### src/rtl/core/nsp_pkg.sv
// nsp_pkg: shared types and constants for the numeric string parser
package nsp_pkg;

	localparam int CHAR_W = 8;
	localparam int VALUE_W = 32;
	localparam int POS_W = 4;
	localparam logic [POS_W-1:0] POSITION_LIMIT = 4'd11;
	localparam logic [POS_W-1:0] HEX_PREFIX_LEN = 4'd2;
	localparam int KILO_SHIFT = 10;
	localparam int MEGA_SHIFT = 20;

	localparam logic [CHAR_W-1:0] CH_NUL = 8'h00;
	localparam logic [CHAR_W-1:0] CH_0 = 8'h30;
	localparam logic [CHAR_W-1:0] CH_9 = 8'h39;
	localparam logic [CHAR_W-1:0] CH_LA = 8'h61;
	localparam logic [CHAR_W-1:0] CH_LF = 8'h66;
	localparam logic [CHAR_W-1:0] CH_UA = 8'h41;
	localparam logic [CHAR_W-1:0] CH_UF = 8'h46;
	localparam logic [CHAR_W-1:0] CH_LX = 8'h78;
	localparam logic [CHAR_W-1:0] CH_UX = 8'h58;
	localparam logic [CHAR_W-1:0] CH_LK = 8'h6b;
	localparam logic [CHAR_W-1:0] CH_UK = 8'h4b;
	localparam logic [CHAR_W-1:0] CH_LM = 8'h6d;
	localparam logic [CHAR_W-1:0] CH_UM = 8'h4d;

	typedef logic [CHAR_W-1:0] char_t;
	typedef logic [VALUE_W-1:0] value_t;
	typedef logic [POS_W-1:0] pos_t;

	typedef struct packed {
		logic       is_nul;
		logic       is_dec;
		logic       is_hex;
		logic       is_x;
		logic       is_k;
		logic       is_m;
		logic [3:0] digit;
	} char_class_t;

endpackage

### src/rtl/core/nsp_char_decode.sv
// nsp_char_decode: classifies one ascii byte and extracts its digit value
module nsp_char_decode import nsp_pkg::*; (
	input  char_t       c,
	output char_class_t cls
);

	logic dec, lower, upper;

	always_comb begin
		dec = (c >= CH_0) && (c <= CH_9);
		lower = (c >= CH_LA) && (c <= CH_LF);
		upper = (c >= CH_UA) && (c <= CH_UF);
		cls.is_nul = (c == CH_NUL);
		cls.is_dec = dec;
		cls.is_hex = dec || lower || upper;
		cls.is_x = (c == CH_LX) || (c == CH_UX);
		cls.is_k = (c == CH_LK) || (c == CH_UK);
		cls.is_m = (c == CH_LM) || (c == CH_UM);
		if (dec) begin
			cls.digit = c[3:0];
		end else begin
			cls.digit = c[3:0] + 4'd9;
		end
	end

endmodule

### config.mk
export PLATFORM = sky130hd
export DESIGN_NAME = nsp_char_decode
export DESIGN_NICKNAME = d
export VERILOG_FILES = /design/src/rtl/core/nsp_pkg.sv /design/src/rtl/core/nsp_char_decode.sv
export SDC_FILE = /design/constraint.sdc
export NUM_CORES = 1
export LEC_CHECK = 0
export BUFFER_PORTS_ARGS = -buffer_cell sky130_fd_sc_hd__clkbuf_2
export CAP_MARGIN = 20
export CELL_PAD_IN_SITES_DETAIL_PLACEMENT = 1
export CELL_PAD_IN_SITES_GLOBAL_PLACEMENT = 2
export CORE_AREA = 2 2 39 41
export DETAILED_ROUTE_END_ITERATION = 7
export DIE_AREA = 0 0 41 43
export PLACE_DENSITY = 0.77
export SLEW_MARGIN = 10
export SYNTH_ARGS = -nofsm -noshare
export SYNTH_HDL_FRONTEND = slang
export SYNTH_SLANG_ARGS = --single-unit
### constraint.sdc
create_clock -name vclk -period 1.75
set_input_delay 0.2625 -clock vclk [all_inputs]
set_output_delay 0.2625 -clock vclk [all_outputs]
set_load 0.01 [all_outputs]
Word-level counts from Yosys, hierarchy flattened
Cells that the tools add are included.

Add/subtract/negate cells: 1. Reductions and logical operators: 9. Equal/unequal tests: 6. Order comparisons: 6. Mux-type cells: 1.

Operators by type and width (number): $eq 8x7->1 const B (6); $ge 8x7->1 const B (2); $le 8x7->1 const B (2); $ge 8x6->1 const B (1); $le 8x6->1 const B (1); $logic_not 8->1 (1); $logic_or 1x1->1 (5); $add 4x4->4 const B (1); $mux 4 (1); $logic_and 1x1->1 (3).

Output and inout bits: 10. Logic and storage cells: 23. Input port bits: 8. Bits in registers: 0.

Logic depth before layout (Yosys ltp)
Depth after elaboration: 4. Depth in mapped cells: 5.

Worst setup path before layout
No wires, ideal clock.

Kind: input-to-output. Start point: input c[0]. End point: output cls[7] in the netlist's numbering. Buffers on the path: 0. Path slack: 0.316 ns. Required time: 1.487 ns. Arrival: 1.172 ns. Cell stages on the path: 5. Cell sequence: inv_1 -> ha_1 -> or3b_1 -> nand4_1 -> a221oi_1.

RTL lines: start, declared (line nsp_char_decode.sv:3) `input char_t c,`; end, declared (line nsp_char_decode.sv:4) `output char_class_t cls`.

==> results.toml <==
[floorplanning]
start_util = 0.1998
boundaryPins = 18
dieArea_mm2 = 0.001763
row_count = 14
die_h_um = 43
core_mm2 = 0.001384
die_w_um = 41

[flow_run]
cap_violations = 0

[routing]
vias = 332
wl_um = 904
ant_nets = 0
drtIter0Drc = 3
drc = 0
wl_per_cell_um = 12.73
dr.pass1.iters = 2
routed_via_density = 4.676

[worst_setup_path]
cp_cell_sequence = "clkbuf_2, inv_1, ha_2, o21bai_4, a21oi_4, mux2_4, clkbuf_2"
crit_top_cell = "clkbuf_2"
setup.worst_path.class = "in -> out"
critPathLaunchType = "input port"
cp.arrival_ps = 1410
cp_data_required_time_ps = 1490
end_kind = "output pin"
max_stage_delay_ps = 310
critical_path.slowest_cell = "mux2_4"
cp_max_fo = 4

[yosys]
syn_inst = 33
synthSimpleGateAreaFrac = 0.4163
synthAdderAreaFrac = 0.1810
ys_warn_count = 0
synth_cell_types = 22
synth_fp_nets = 45
synthXorXnorAreaFrac = 0.03167
synthesis.area_um2 = 276.5
synth_top_family_by_area = "simple AND/OR/NAND/NOR gates"
ys_seq_area_frac = 0
syn_avg_cell_area_um2 = 8.379
synth.area.mux_share = 0.05430
synth_compound_area_frac = 0.2624

[timing]
hold_violations = 0
fin_crit_sh = 0.9542
tightestPinTransition_ps = 265.6
slew_violations = 0
fin_hold_ws_ps = 882.7
fin_crit_ps = 1670
slew_headroom = 0.8213
tns_ps = 0
setup-violations-final = 0
max_freq_ghz = 0.5988

[layout]
final_nets = 69
area.sequential_um2 = 0
areaGrowthSynthToFinish_pct = 53.85
seq_cell_count = 0
post-route-util = 0.3074
antenna_cells = 0
finalNonFillerCells = 71
clkbuf_count = 0
drive_gt1_frac = 0.5455

[placed_design]
hpwl_um = 748.6
dp_cells = 69
gp_congestion = 0.7055
port_buffers = 18

[grt]
grt_max_degree = 9
antenna_found_initial = 0
grt_pass1_vias = 327
grt_overflow = 0
grt_util_all_layers = 0.1090
grt_pass1_wl_um = 1449

[pwr]
finalPower_mw = 0.08557
pwr_density_cell_mw_per_mm2 = 201.1
total_leakage_power_nw = 0.1984
ir_worst_vdd_mv = 0.05974

[worst_hold_path]
hold_path_class = "in -> out"
hold_start = "c[4]"
hold_end = "cls[4]"
min_path_cells = 3

[clocking]
holdBufCountCts = 0

[outcome]
outcome = "finished clean"
## stage by stage
step | area, µm² | worst slack (ps)
finish | 425.4 | 80.08
global route | 425.4 | -0.9244
CTS | 401.6 | 2.177
detailed placement | 401.6 | 9.327
global placement | 401.6 | 30.56
floorplan | 276.5 | 315.9
## worst max-delay path by stage
stage	cells past startpoint	from	slack, ps	endpoint
global placement	7	c[0]	30	cls[7]
finish	7	c[1]	80	cls[1]
global route	7	c[1]	-0.9	cls[1]
detailed placement	7	c[1]	9	cls[1]
floorplan	5	c[0]	320	cls[7]
CTS	7	c[1]	2	cls[1]
## layout make-up
class                           count  area (µm²)
Fill cell                         175       958.4
Timing Repair Buffer               23       127.6
Tap cell                           16       20.02
Inverter                            2       7.507
Multi-Input combinational cell     30       270.3
## worst max-delay path: cells and delay by family
| family | cells | cell delay, ps |
|---|---|---|
| mux | 1 | 310 |
| compound gates | 2 | 290 |
| buf+inv | 3 | 320 |
| fa+ha+maj | 1 | 230 |
## power breakdown
part           internal (mW)  switching (mW)
combinational         0.0408          0.0447
sequential                 0               0
clock                      0               0
## synth_stat cells (all sizes together)
cell | count | area, µm²
ha | 4 | 50.05
nand2 | 4 | 15.01
nor2 | 3 | 11.26
nor4 | 3 | 18.77
a21oi | 2 | 21.27
inv | 2 | 7.510
a221oi | 1 | 8.760
and4 | 1 | 8.760
buf | 1 | 7.510
mux2 | 1 | 15.01
nand2b | 1 | 6.260
nand3 | 1 | 5.000
nand3b | 1 | 7.510
nand4 | 1 | 6.260
nand4bb | 1 | 27.53
o21ai | 1 | 5.000
o21ba | 1 | 10.01
o21bai | 1 | 18.77
o2bb2ai | 1 | 8.760
or3b | 1 | 8.760
xnor2 | 1 | 8.760
## cells by family (layout without fill, tap and decap cells)
| kind of cell | after synthesis | count (layout) |
|---|---|---|
| simple gates | 17 | 17 |
| compound gates | 7 | 7 |
| fa+ha+maj | 4 | 4 |
| buf+inv | 3 | 25 |
| xor+xnor | 1 | 1 |
| mux | 1 | 1 |
## cell usage in the layout (no fill, tap or decap), drive strengths merged
| cell | netlist | routed |
|---|---|---|
| clkbuf | 0 | 17 |
| buf | 1 | 6 |
| nand2 | 4 | 4 |
| ha | 4 | 4 |
| nor2 | 3 | 3 |
| nor4 | 3 | 3 |
| inv | 2 | 2 |
| a21oi | 2 | 2 |
| o21bai | 1 | 1 |
| nand4bb | 1 | 1 |
| xnor2 | 1 | 1 |
| o21ai | 1 | 1 |
| nand2b | 1 | 1 |
| o2bb2ai | 1 | 1 |
| mux2 | 1 | 1 |
| and4 | 1 | 1 |
| nand3b | 1 | 1 |
| nand3 | 1 | 1 |
| or3b | 1 | 1 |
| nand4 | 1 | 1 |
| a221oi | 1 | 1 |
| o21ba | 1 | 1 |
## what timing repair did
action                                  CTS  global route
endpoints found under the setup margin    0             2
setup buffers                             0             2
resized for setup                         0             3
## layer usage
metal	global-route usage	routed length (µm)	vias up
met4	0	0	0
met5	0	0	-
met1	0.1524	377	147
met2	0.1844	434	16
met3	0.01047	93	0
li1	-	-	169
No activity file was read; power rests on OpenSTA's default activity.
